`config.mk`:
```
export PLATFORM = sky130hd
export DESIGN_NAME = button_click_classifier
export DESIGN_NICKNAME = d
export VERILOG_FILES = /design/src/sv/bcc_pkg.sv /design/src/sv/bcc_regs.sv /design/src/sv/bcc_core.sv /design/src/sv/button_click_classifier.sv
export SDC_FILE = /design/constraint.sdc
export NUM_CORES = 1
export LEC_CHECK = 0
export ABC_CLOCK_PERIOD_IN_PS = 12850
export BUFFER_PORTS_ARGS = -buffer_cell sky130_fd_sc_hd__buf_2
export CORE_MARGIN = 2
export CORE_UTILIZATION = 55
export DETAILED_ROUTE_END_ITERATION = 8
export PLACE_DENSITY = 0.72
export SYNTH_ARGS = -nofsm -noshare
export SYNTH_HDL_FRONTEND = slang
export SYNTH_SLANG_ARGS = --single-unit
```
`constraint.sdc`:
```
create_clock -name clk -period 12.85 [get_ports clk]
set_input_delay 1.285 -clock clk [delete_from_list [all_inputs] [get_ports clk]]
set_output_delay 1.285 -clock clk [all_outputs]
set_load 0.02 [all_outputs]
```
`src/sv/bcc_pkg.sv`:
```
package bcc_pkg;

  localparam int TIME_W = 32;
  localparam int CFG_W = 16;
  localparam int CFG_IDX_W = 2;

  localparam logic [CFG_W-1:0] DEBOUNCE_RESET = CFG_W'(50);
  localparam logic [CFG_W-1:0] DOUBLE_CLICK_RESET = CFG_W'(500);
  localparam logic [CFG_W-1:0] LONG_PRESS_RESET = CFG_W'(1000);

  typedef logic [TIME_W-1:0] time_t;

  typedef enum logic [CFG_IDX_W-1:0] {
    REG_DEBOUNCE = 2'd0,
    REG_DOUBLE_CLICK = 2'd1,
    REG_LONG_PRESS = 2'd2
  } reg_index_t;

  typedef struct packed {
    logic [CFG_W-1:0] debounce_ms;
    logic [CFG_W-1:0] double_click_ms;
    logic [CFG_W-1:0] long_press_ms;
  } cfg_t;

  typedef struct packed {
    logic single_click;
    logic double_click;
    logic long_press;
    logic pressed_level;
  } result_t;

  function automatic time_t elapsed(time_t now, time_t then);
    return now - then;
  endfunction

  function automatic time_t widen(logic [CFG_W-1:0] value);
    return TIME_W'(value);
  endfunction

endpackage

```
`src/sv/bcc_regs.sv`:
```
module bcc_regs
  import bcc_pkg::*;
(
  input  logic                 clk,
  input  logic                 rst,
  input  logic                 cfg_we,
  input  logic [CFG_IDX_W-1:0] cfg_index,
  input  logic [CFG_W-1:0]     cfg_data,
  output cfg_t                 cfg
);

  always_ff @(posedge clk) begin
    if (rst) begin
      cfg.debounce_ms <= DEBOUNCE_RESET;
      cfg.double_click_ms <= DOUBLE_CLICK_RESET;
      cfg.long_press_ms <= LONG_PRESS_RESET;
    end else if (cfg_we) begin
      case (reg_index_t'(cfg_index))
        REG_DEBOUNCE: cfg.debounce_ms <= cfg_data;
        REG_DOUBLE_CLICK: cfg.double_click_ms <= cfg_data;
        REG_LONG_PRESS: cfg.long_press_ms <= cfg_data;
        default: ;
      endcase
    end
  end

endmodule

```
`src/sv/bcc_core.sv`:
```
module bcc_core
  import bcc_pkg::*;
(
  input  logic    clk,
  input  logic    rst,
  input  logic    step,
  input  logic    pin_level,
  input  time_t   now_ms,
  input  cfg_t    cfg,
  output result_t res
);

  logic  raw_previous;
  logic  stable_pressed;
  time_t change_time;
  time_t press_start;
  time_t release_time;
  logic  release_pending;

  logic  stable_pressed_next;
  time_t change_time_next;
  time_t press_start_next;
  time_t release_time_next;
  logic  release_pending_next;

  logic  reading;
  logic  take_change;

  always_comb begin
    reading = ~pin_level;
    change_time_next = (reading != raw_previous) ? now_ms : change_time;
    take_change = (elapsed(now_ms, change_time_next) > widen(cfg.debounce_ms)) &&
                  (reading != stable_pressed);

    stable_pressed_next = stable_pressed;
    press_start_next = press_start;
    release_time_next = release_time;
    release_pending_next = release_pending;
    res = '0;

    if (take_change) begin
      stable_pressed_next = reading;
      if (reading) begin
        press_start_next = now_ms;
      end else if (elapsed(now_ms, press_start) >= widen(cfg.long_press_ms)) begin
        res.long_press = 1'b1;
      end else if (release_pending &&
                   elapsed(now_ms, release_time) <= widen(cfg.double_click_ms)) begin
        res.double_click = 1'b1;
        release_pending_next = 1'b0;
      end else begin
        release_time_next = now_ms;
        release_pending_next = 1'b1;
      end
    end

    if (!stable_pressed_next && release_pending_next &&
        elapsed(now_ms, release_time_next) > widen(cfg.double_click_ms)) begin
      res.single_click = 1'b1;
      release_pending_next = 1'b0;
    end

    res.pressed_level = stable_pressed_next;
  end

  always_ff @(posedge clk) begin
    if (rst) begin
      raw_previous <= 1'b0;
      stable_pressed <= 1'b0;
      change_time <= '0;
      release_time <= '0;
      release_pending <= 1'b0;
    end else if (step) begin
      raw_previous <= reading;
      stable_pressed <= stable_pressed_next;
      change_time <= change_time_next;
      release_time <= release_time_next;
      release_pending <= release_pending_next;
    end
  end

  // The press start time is always written by a press before a release reads it.
  always_ff @(posedge clk) begin
    if (step) begin
      press_start <= press_start_next;
    end
  end

endmodule

```
`src/sv/button_click_classifier.sv`:
```
// A beat taken into the input register moves through the core into the result register when that register can advance.
// Throughput: one beat per cycle while out_stall is low; the debounce and click state update as a beat moves on.
// While the result register is stalled, an empty input register still takes one beat,
// and after that in_stall holds the sender until the result beat is taken.
// Reset (rst, synchronous, active high) clears both valid flags and the button state,
// and loads the reset values 50, 500 and 1000 into the three timing registers.
module button_click_classifier
  import bcc_pkg::*;
(
  input  logic                 clk,
  input  logic                 rst,
  input  logic                 cfg_we,
  input  logic [CFG_IDX_W-1:0] cfg_index,
  input  logic [CFG_W-1:0]     cfg_data,
  input  logic                 in_valid,
  output logic                 in_stall,
  input  logic                 pin_level,
  input  logic [TIME_W-1:0]    now_ms,
  output logic                 out_valid,
  input  logic                 out_stall,
  output logic                 single_click,
  output logic                 double_click,
  output logic                 long_press,
  output logic                 pressed_level
);

  cfg_t    cfg;
  result_t res;
  result_t out_res;

  logic  hold_valid;
  logic  hold_pin;
  time_t hold_now;
  logic  advance;
  logic  step;

  assign advance = !out_valid || !out_stall;
  assign step = hold_valid && advance;
  assign in_stall = hold_valid && !advance;

  bcc_regs u_regs (
    .clk       (clk),
    .rst       (rst),
    .cfg_we    (cfg_we),
    .cfg_index (cfg_index),
    .cfg_data  (cfg_data),
    .cfg       (cfg)
  );

  bcc_core u_core (
    .clk       (clk),
    .rst       (rst),
    .step      (step),
    .pin_level (hold_pin),
    .now_ms    (hold_now),
    .cfg       (cfg),
    .res       (res)
  );

  always_ff @(posedge clk) begin
    if (rst) begin
      hold_valid <= 1'b0;
    end else if (!in_stall) begin
      hold_valid <= in_valid;
    end
  end

  always_ff @(posedge clk) begin
    if (in_valid && !in_stall) begin
      hold_pin <= pin_level;
      hold_now <= now_ms;
    end
  end

  always_ff @(posedge clk) begin
    if (rst) begin
      out_valid <= 1'b0;
    end else if (advance) begin
      out_valid <= hold_valid;
    end
  end

  always_ff @(posedge clk) begin
    if (step) begin
      out_res <= res;
    end
  end

  assign single_click = out_res.single_click;
  assign double_click = out_res.double_click;
  assign long_press = out_res.long_press;
  assign pressed_level = out_res.pressed_level;

endmodule

```
# After elaboration in Yosys (flattened, before gate mapping)
# Cells that the tools add are included.
[word_totals]
register_bits = 186
output_inout_bits = 6
[classes]
addsub = 4
magnitude_cmp = 4
n_eq_ne = 4
muxes = 14
n_bitwise = 2
n_reduce_logical = 20
[ops]
columns = ["cell", "count"]
rows = [
  ["$mux 32", 5],
  ["$sub 32x32->32", 4],
  ["$gt 32x16->1", 2],
  ["$ge 32x16->1", 1],
  ["$le 32x16->1", 1],
  ["$mux 1", 9],
  ["$reduce_and 2->1", 4],
  ["$logic_and 1x1->1", 7],
  ["$logic_not 1->1", 5],
  ["$reduce_and 3->1", 1],
  ["$reduce_or 3->1", 1],
  ["$eq 2x1->1 const B", 1],
  ["$eq 2x2->1 const B", 1],
  ["$logic_not 2->1", 1],
  ["$ne 1x1->1", 2],
  ["$not 1->1", 2],
  ["$logic_or 1x1->1", 1],
]

# Longest topological paths before layout
# Gate-level depths: netlist of run 1.
[depth]
depth_word = 11
depth_mapped = 50
depth_no_buf = 48

# By module
# Synthesis of run 1 repeated with hierarchy kept, for this count alone.
[hier_totals]
cells_unflattened = 2034
area_unflattened_um2 = 16627.2
[modules_own_cells]
columns = ["module", "instances", "cells_each", "area_per_inst_um2", "seq_area_each_um2"]
rows = [
  ["bcc_core", 1, 1800, 13489.2, 2302.2],
  ["bcc_regs", 1, 187, 1940.6, 960.9],
  ["button_click_classifier", 1, 47, 1197.4, 1151.1],
]

# Worst setup path before layout of run 1
# OpenSTA, ideal clock, no wires.
[synth_path]
kind = "register to register"
start = "register hold_pin"
end = "register out_res, in the netlist single_click, data pin"
setup_time_ns = 0.268
arrival_time_ns = 9.446
required_time_ns = 12.582
slack_ns = 3.135
path_stages_with_launch = 50
n_path_buf = 4
period_less_slack_ns = 9.715
cell_sequence = "edfxtp_1 -> buf_2 -> xnor2_2 -> clkbuf_1 -> mux2i_1 -> ha_1 -> clkbuf_1 -> and4_1 -> nand2_1 -> nor4_2 -> nor3b_2 -> o21ai_0 -> a21oi_1 -> xnor2_1 -> ha_1 -> a21o_1 -> a2111o_1 -> a211o_1 -> (+14 left out) -> nor2b_1 -> o21ai_0 -> nand2b_1 -> a21oi_1 -> xnor2_1 -> ha_1 -> nand4_1 -> nor4_1 -> a21oi_1 -> nor3_1 -> o211a_1 -> nand4_1 -> a2111oi_0 -> nand4b_1 -> nor3_1 -> nand3_1 -> nor4b_1 -> nor4_1"
[synth_lines]
columns = ["element", "line_no", "source"]
rows = [
  ["from (decl)", "button_click_classifier.sv:32", "logic hold_pin;"],
  ["from (signal assigned)", "button_click_classifier.sv:70", "hold_pin <= pin_level;"],
  ["to (signal assigned)", "button_click_classifier.sv:85", "out_res <= res;"],
  ["to (decl)", "button_click_classifier.sv:29", "result_t out_res;"],
]

==> results of run 1 <==
path summary, 6_finish.rpt:
kind             startpoint             end  slack, ns  depth (start not counted)
max             hold_now[9]    single_click       0.94                         43
min          u_regs.cfg[39]  u_regs.cfg[39]       0.46                          2
max reg2reg     hold_now[9]    single_click       0.94                         43
min reg2reg  u_regs.cfg[39]  u_regs.cfg[39]       0.46                          2
power breakdown:
group	internal, mW	switching, mW	total (mW)	leakage [nW]
Clock	0.267	0.260	0.527	0.287
Sequential	0.636	0.0271	0.663	1.61
Combinational	0.217	0.328	0.545	4.85
Total	1.12	0.615	1.74	6.74
cell type report:
cell class	instances	area [um^2]
clock buffer	19	453
clock inverter	13	124
fill	2565	11500
inverter	148	556
multi-input combinational	1537	10700
sequential	186	4410
tap	384	480
timing repair buffer	70	375
cells by family after synthesis:
logic type	after synthesis	share of synthesized area, %
xor+xnor	88	4.89
buf+inv	219	5.34
fa+ha+maj	192	15.3
compound gates	540	21.7
mux	106	6.70
simple gates	611	18.4
flops	186	27.7
layer usage:
metal	global-route usage (%)	vias to the layer above	part of all wire (%)
met5	0	-	0
met2	47.1	443	46
met3	3.72	79	5.5
met4	10.8	0	3.1
li1	-	7126	-
met1	38.2	6766	46
critical path, delay by kind of cell (launching register included):
kind,cells,cell delay [ns]
and+or+nand+nor,20,5.09
buffers and inverters,1,0.42
xor gates and xnor gates,2,0.27
muxes,1,0.28
adders and majority gates,4,1.30
DFF,1,0.56
AOI/OAI and AO/OA,15,3.68
through the flow:
step / hold WS [ns] / std cells
4_1_cts: 0.459 / 2357
6_report: 0.456 / 2357
3_3_place_gp: 0.444 / 2325
5_1_grt: 0.472 / 2357
3_5_place_dp: 0.448 / 2325
2_1_floorplan: 0.424 / 1942
state kept, by name, indices dropped and copies added, names as in the netlist:
register	count
double_click	1
hold_now	32
hold_pin	1
hold_valid	1
long_press	1
out_valid	1
pressed_level	1
single_click	1
u_core.change_time	32
u_core.press_start	32
u_core.raw_previous	1
u_core.release_pending	1
u_core.release_time	32
u_core.stable_pressed	1
u_regs.cfg	48
cells in the final DEF, fill, tap and decap left out, drive strengths merged, types with 69 or more instances in the layout:
| cell | instances |
|---|---|
| a21oi | 198 |
| edfxtp | 69 |
| ha | 188 |
| o21ai | 87 |
| dfxtp | 117 |
| nor2 | 162 |
| nand2 | 204 |
| inv | 158 |
| mux2i | 101 |
| buf | 70 |
==> flow_metrics.py, run 1 <==
metrics = {
    "job": {
        "max_cap_viol_count": 0,
    },
    "logic_synthesis": {
        "yosysMostFrequentCell": "nand2_1",
        "leading_cell_types_by_total_area_after_synthesis": "ha_1, dfxtp_1, edfxtp_1, mux2i_1, a21oi_1",
        "async_reset_ff_share_pct": 0,
        "yosys-top-cells-count": "nand2_1, a21oi_1, ha_1",
        "syn_avg_cell_area_um2": 8.20,
        "yosysTopAreaCell": "ha_1",
        "post_synth_inst_count": 1942,
        "synth_seq_area_share_pct": 27.7,
        "postSynthRegisterBits": 186,
        "post-synth-top-area-fraction_pct": 14.8,
        "ys_dominant_reg_cell": "dfxtp_1",
        "synth_fp_nets": 2190,
        "yosys_warning_total": 0,
        "synthesis.area_um2": 15900,
        "yosysUniqueCellTypes": 85,
        "synth-edff-count": 69,
    },
    "route": {
        "antenna_left": 0,
        "wirelength_um": 43600,
        "drc_errors": 0,
        "drtIter0Drc": 1142,
        "num_vias": 14400,
        "drtPass1Iterations": 5,
        "wire_per_inst_um": 18.5,
        "route.detailed.vias_per_inst": 6.12,
    },
    "cells_and_area": {
        "finalInstanceArea_um2": 17100,
        "final_nets": 2208,
        "flow.area_growth_from_synthesis_pct": 7.37,
        "post_route_cells_drive_above_1_share_pct": 6.79,
        "antenna_cells_inserted": 0,
        "finalCoreUtilization_pct": 59.7,
    },
    "critical_path": {
        "arrival_ns": 12.08,
        "critical_path.slowest_cell": "nor3_4",
        "worst_setup_start_kind": "flip-flop",
        "cpPeakStageDelay_ns": 0.84,
        "timing.critical_path.to_type": "flip-flop",
        "cp_class": "flip-flop to flip-flop",
        "cp_max_fo": 18,
        "worst-endpoint-required_ns": 13.02,
    },
    "sta": {
        "fin_crit_sh_pct": 92.7,
        "hold_violations": 0,
        "slew_headroom_pct": 21.4,
        "number_of_setup_violations_in_the_final_report": 0,
        "finalWorstPathRequiredPeriod_ns": 11.91,
        "grt_setup_unrepaired": "no",
        "postLayoutSetupSlackWorst_ns": 0.940,
        "finalSetupTns_ns": 0,
        "slew_of_the_pin_with_the_lowest_slew_margin_ns": 1.17,
        "fin_worst_skew_ns": 0.0139,
        "timing.final.max_slew_violations": 0,
        "achievable-frequency_mhz": 84.0,
    },
    "grt": {
        "antenna_found_initial": 0,
        "combined_global_route_utilization_of_all_metal_layers_pct": 28.6,
        "first_global_vias": 13700,
        "overflow": 0,
        "global_route_wire_length_before_repair_um": 69600,
        "grt_start_max_net_pins": 68,
    },
    "power": {
        "post-layout-total-power_mw": 1.74,
        "power.density_cell_area_nw_per_um2": 101,
        "max-vdd-ir-drop_v": 0.0000789,
        "leakagePower_nw": 6.74,
    },
    "cts": {
        "clkTransAtPathRegs_ns": 0.08,
        "clockRootBuffer": "clkbuf_16",
        "number_of_clock_sinks": 186,
        "post-cts-setup-buffers": 0,
        "post_cts_hold_buffer_count": 0,
        "clkLatencyLatePin_ns": 0.46,
        "cts_max_path_buffers": 2,
        "tritoncts": "yes",
        "cts_inserted_buffers": 17,
        "cts_resized": 0,
        "cts.htree.levels": 4,
    },
    "hold_path": {
        "timing.hold.worst.class": "flip-flop to flip-flop",
    },
    "die": {
        "fp.coreArea_um2": 28600,
        "starting_density_pct": 55.6,
        "die_area_um2": 30300,
        "die_width_um": 174,
        "ioPinCount": 62,
        "fp-row-count": 62,
        "die-height_um": 174,
    },
    "placed_design": {
        "place_worst_setup_slack_ns": 1.23,
        "place_area_um2": 16500,
        "detailed_place_hpwl_um": 34300,
        "portBuffers": 61,
        "gp_congestion": 0.961,
    },
    "run_status": {
        "status": "finished, final reports clean",
    },
}
No activity file was read; power rests on OpenSTA's default activity.
==> run 2, diff against run 1 <==
- SYNTH_HIERARCHICAL: not set -> 1
==> flow_metrics.py, run 2 <==
metrics = {
    "sta": {
        "number_of_setup_violations_in_the_final_report": 0,
        "finalSetupTns_ns": 0,
        "grt_setup_unrepaired": "no",
        "achievable-frequency_mhz": 88.0,
        "hold_violations": 0,
        "slew_headroom_pct": 30.2,
        "timing.final.max_slew_violations": 0,
        "slew_of_the_pin_with_the_lowest_slew_margin_ns": 1.04,
        "fin_crit_sh_pct": 88.5,
        "finalWorstPathRequiredPeriod_ns": 11.37,
        "postLayoutSetupSlackWorst_ns": 1.48,
        "fin_worst_skew_ns": 0.0126,
    },
    "cells_and_area": {
        "multiInputGateArea_um2": 11300,
        "final_common_cell": "nand2_1",
        "layout.area.seq_um2": 4410,
        "most-common-layout-cells": "nand2_1, a21oi_1, ha_1",
        "post_route_cells_drive_above_1_share_pct": 6.35,
        "number_of_flip_flops_in_the_largest_register": 48,
        "antenna_cells_inserted": 0,
        "flow.area_growth_from_synthesis_pct": 6.64,
        "nFillCells": 2687,
        "final_nets": 2298,
        "top_register": "u_regs/cfg",
    },
    "cts": {
        "post_cts_hold_buffer_count": 0,
        "number_of_clock_sinks": 186,
        "post-cts-setup-buffers": 0,
        "cts_max_path_buffers": 2,
        "cts_resized": 0,
        "cts_inserted_buffers": 17,
        "clkTransAtPathRegs_ns": 0.07,
        "tritoncts": "yes",
        "clockRootBuffer": "clkbuf_16",
        "clkLatencyLatePin_ns": 0.45,
        "cts.htree.levels": 4,
    },
    "run_status": {
        "status": "finished, final reports clean",
    },
    "power": {
        "leakagePower_nw": 7.44,
        "post-layout-total-power_mw": 1.74,
        "power.density_cell_area_nw_per_um2": 98.3,
        "max-vdd-ir-drop_v": 0.000119,
    },
    "logic_synthesis": {
        "yosysTopAreaCell": "ha_1",
        "synth-edff-count": 69,
        "yosysMostFrequentCell": "nand2_1",
        "syn_avg_cell_area_um2": 8.17,
        "postSynthRegisterBits": 186,
        "leading_cell_types_by_total_area_after_synthesis": "ha_1, dfxtp_1, edfxtp_1, mux2i_1, a21oi_1",
        "synth_fp_nets": 2282,
        "yosysUniqueCellTypes": 88,
        "post_synth_inst_count": 2034,
        "ys_dominant_reg_cell": "dfxtp_1",
        "post-synth-top-area-fraction_pct": 14.1,
        "synth_seq_area_share_pct": 26.5,
        "synthesis.area_um2": 16600,
        "async_reset_ff_share_pct": 0,
        "yosys_warning_total": 6,
        "yosys-top-cells-count": "nand2_1, a21oi_1, ha_1",
    },
    "grt": {
        "overflow": 0,
        "global_route_wire_length_before_repair_um": 75000,
        "first_global_vias": 14600,
        "combined_global_route_utilization_of_all_metal_layers_pct": 30.1,
        "grt_start_max_net_pins": 87,
        "antenna_found_initial": 0,
    },
    "route": {
        "num_vias": 15200,
        "drtPass1Iterations": 5,
        "antenna_left": 0,
        "drtIter0Drc": 1166,
        "wirelength_um": 47000,
        "drc_errors": 0,
        "wire_per_inst_um": 19.2,
        "route.detailed.vias_per_inst": 6.21,
    },
    "placed_design": {
        "detailed_place_hpwl_um": 36800,
        "gp_congestion": 0.980,
        "portBuffers": 61,
        "place_worst_setup_slack_ns": 1.79,
    },
    "die": {
        "fp.coreArea_um2": 29700,
        "ioPinCount": 62,
        "die_width_um": 178,
        "die_area_um2": 31600,
        "fp-row-count": 63,
        "starting_density_pct": 56.0,
        "die-height_um": 178,
    },
    "critical_path": {
        "critical-path-top-cell-by-count": "o21ai_0",
        "critical_path.slowest_cell": "a2111oi_0",
        "worst-endpoint-required_ns": 13.20,
        "worst-r2r-setup-slack_ns": 1.48,
        "arrival_ns": 11.72,
        "worst_setup_start_kind": "flip-flop",
        "cp_max_fo": 13,
        "worst-r2r-cell-count": 43,
        "cp_class": "flip-flop to flip-flop",
        "timing.critical_path.to_type": "flip-flop",
        "cpPeakStageDelay_ns": 0.87,
    },
    "hold_path": {
        "worst_hold_path.num_cells": 2,
        "timing.hold.worst.class": "flip-flop to flip-flop",
    },
    "job": {
        "max_cap_viol_count": 0,
    },
}
## run 2: logic make-up (layout without fill, tap and decap cells)
logic type / after synthesis / count (layout) / share of synthesized area, %
simple gates: 647 / 647 / 19.2
flops: 186 / 186 / 26.5
mux: 118 / 118 / 7.15
buf+inv: 232 / 261 / 5.82
fa+ha+maj: 192 / 192 / 14.6
xor+xnor: 87 / 87 / 4.58
compound gates: 572 / 572 / 22.1
## run 2: critical path: cells and delay by family, from the launching register on
family,cells,cell delay [ns]
buffers and inverters,2,0.36
and+or+nand+nor,11,2.48
xor gates and xnor gates,3,1.14
adders and majority gates,5,1.50
AOI/OAI and AO/OA,21,5.10
DFF,1,0.52
muxes,1,0.21
## run 2: report_power, final
group          internal [mW]  switching (mW)  total, mW
logic                  0.221           0.335      0.556
registers              0.634          0.0294      0.663
clock network          0.262           0.262      0.523
total                   1.12           0.626       1.74
## run 2: final timing paths
| kind | start | end |
|---|---|---|
| setup / recovery | hold_pin | u_core/release_pending |
| setup reg to reg | hold_pin | u_core/release_pending |
| hold reg to reg | u_core/change_time[1] | u_core/change_time[1] |
| hold / removal | u_core/change_time[1] | u_core/change_time[1] |
## run 2: cell type report
type | instances | share of cell area (%)
Clock buffer | 18 | 2.48
Timing Repair Buffer | 73 | 2.24
Sequential cell | 186 | 24.9
Inverter | 156 | 3.30
Clock inverter | 14 | 0.741
Tap cell | 390 | 2.75
Multi-Input combinational cell | 1616 | 63.6
## run 2: through the flow
step	std cells	utilization, %	hold WS (ns)	cell area [um^2]
floorplan	2034	-	0.425	16600
finish	2453	59.7	0.458	17700
CTS	2453	59.7	0.457	17700
global placement	2421	57.7	0.442	17200
detailed placement	2421	57.7	0.447	17200
global route	2453	59.7	0.486	17700
## run 2: metal layers
metal / routed length, um / track usage [%] / part of all wire [%] / vias to the layer above
li1: - / - / - / 7437
met1: 21400 / 40.3 / 46 / 7204
met2: 21700 / 49.4 / 46 / 488
met3: 2310 / 3.38 / 4.9 / 94
met4: 1540 / 11.7 / 3.3 / 0
met5: 0 / 0 / 0 / -
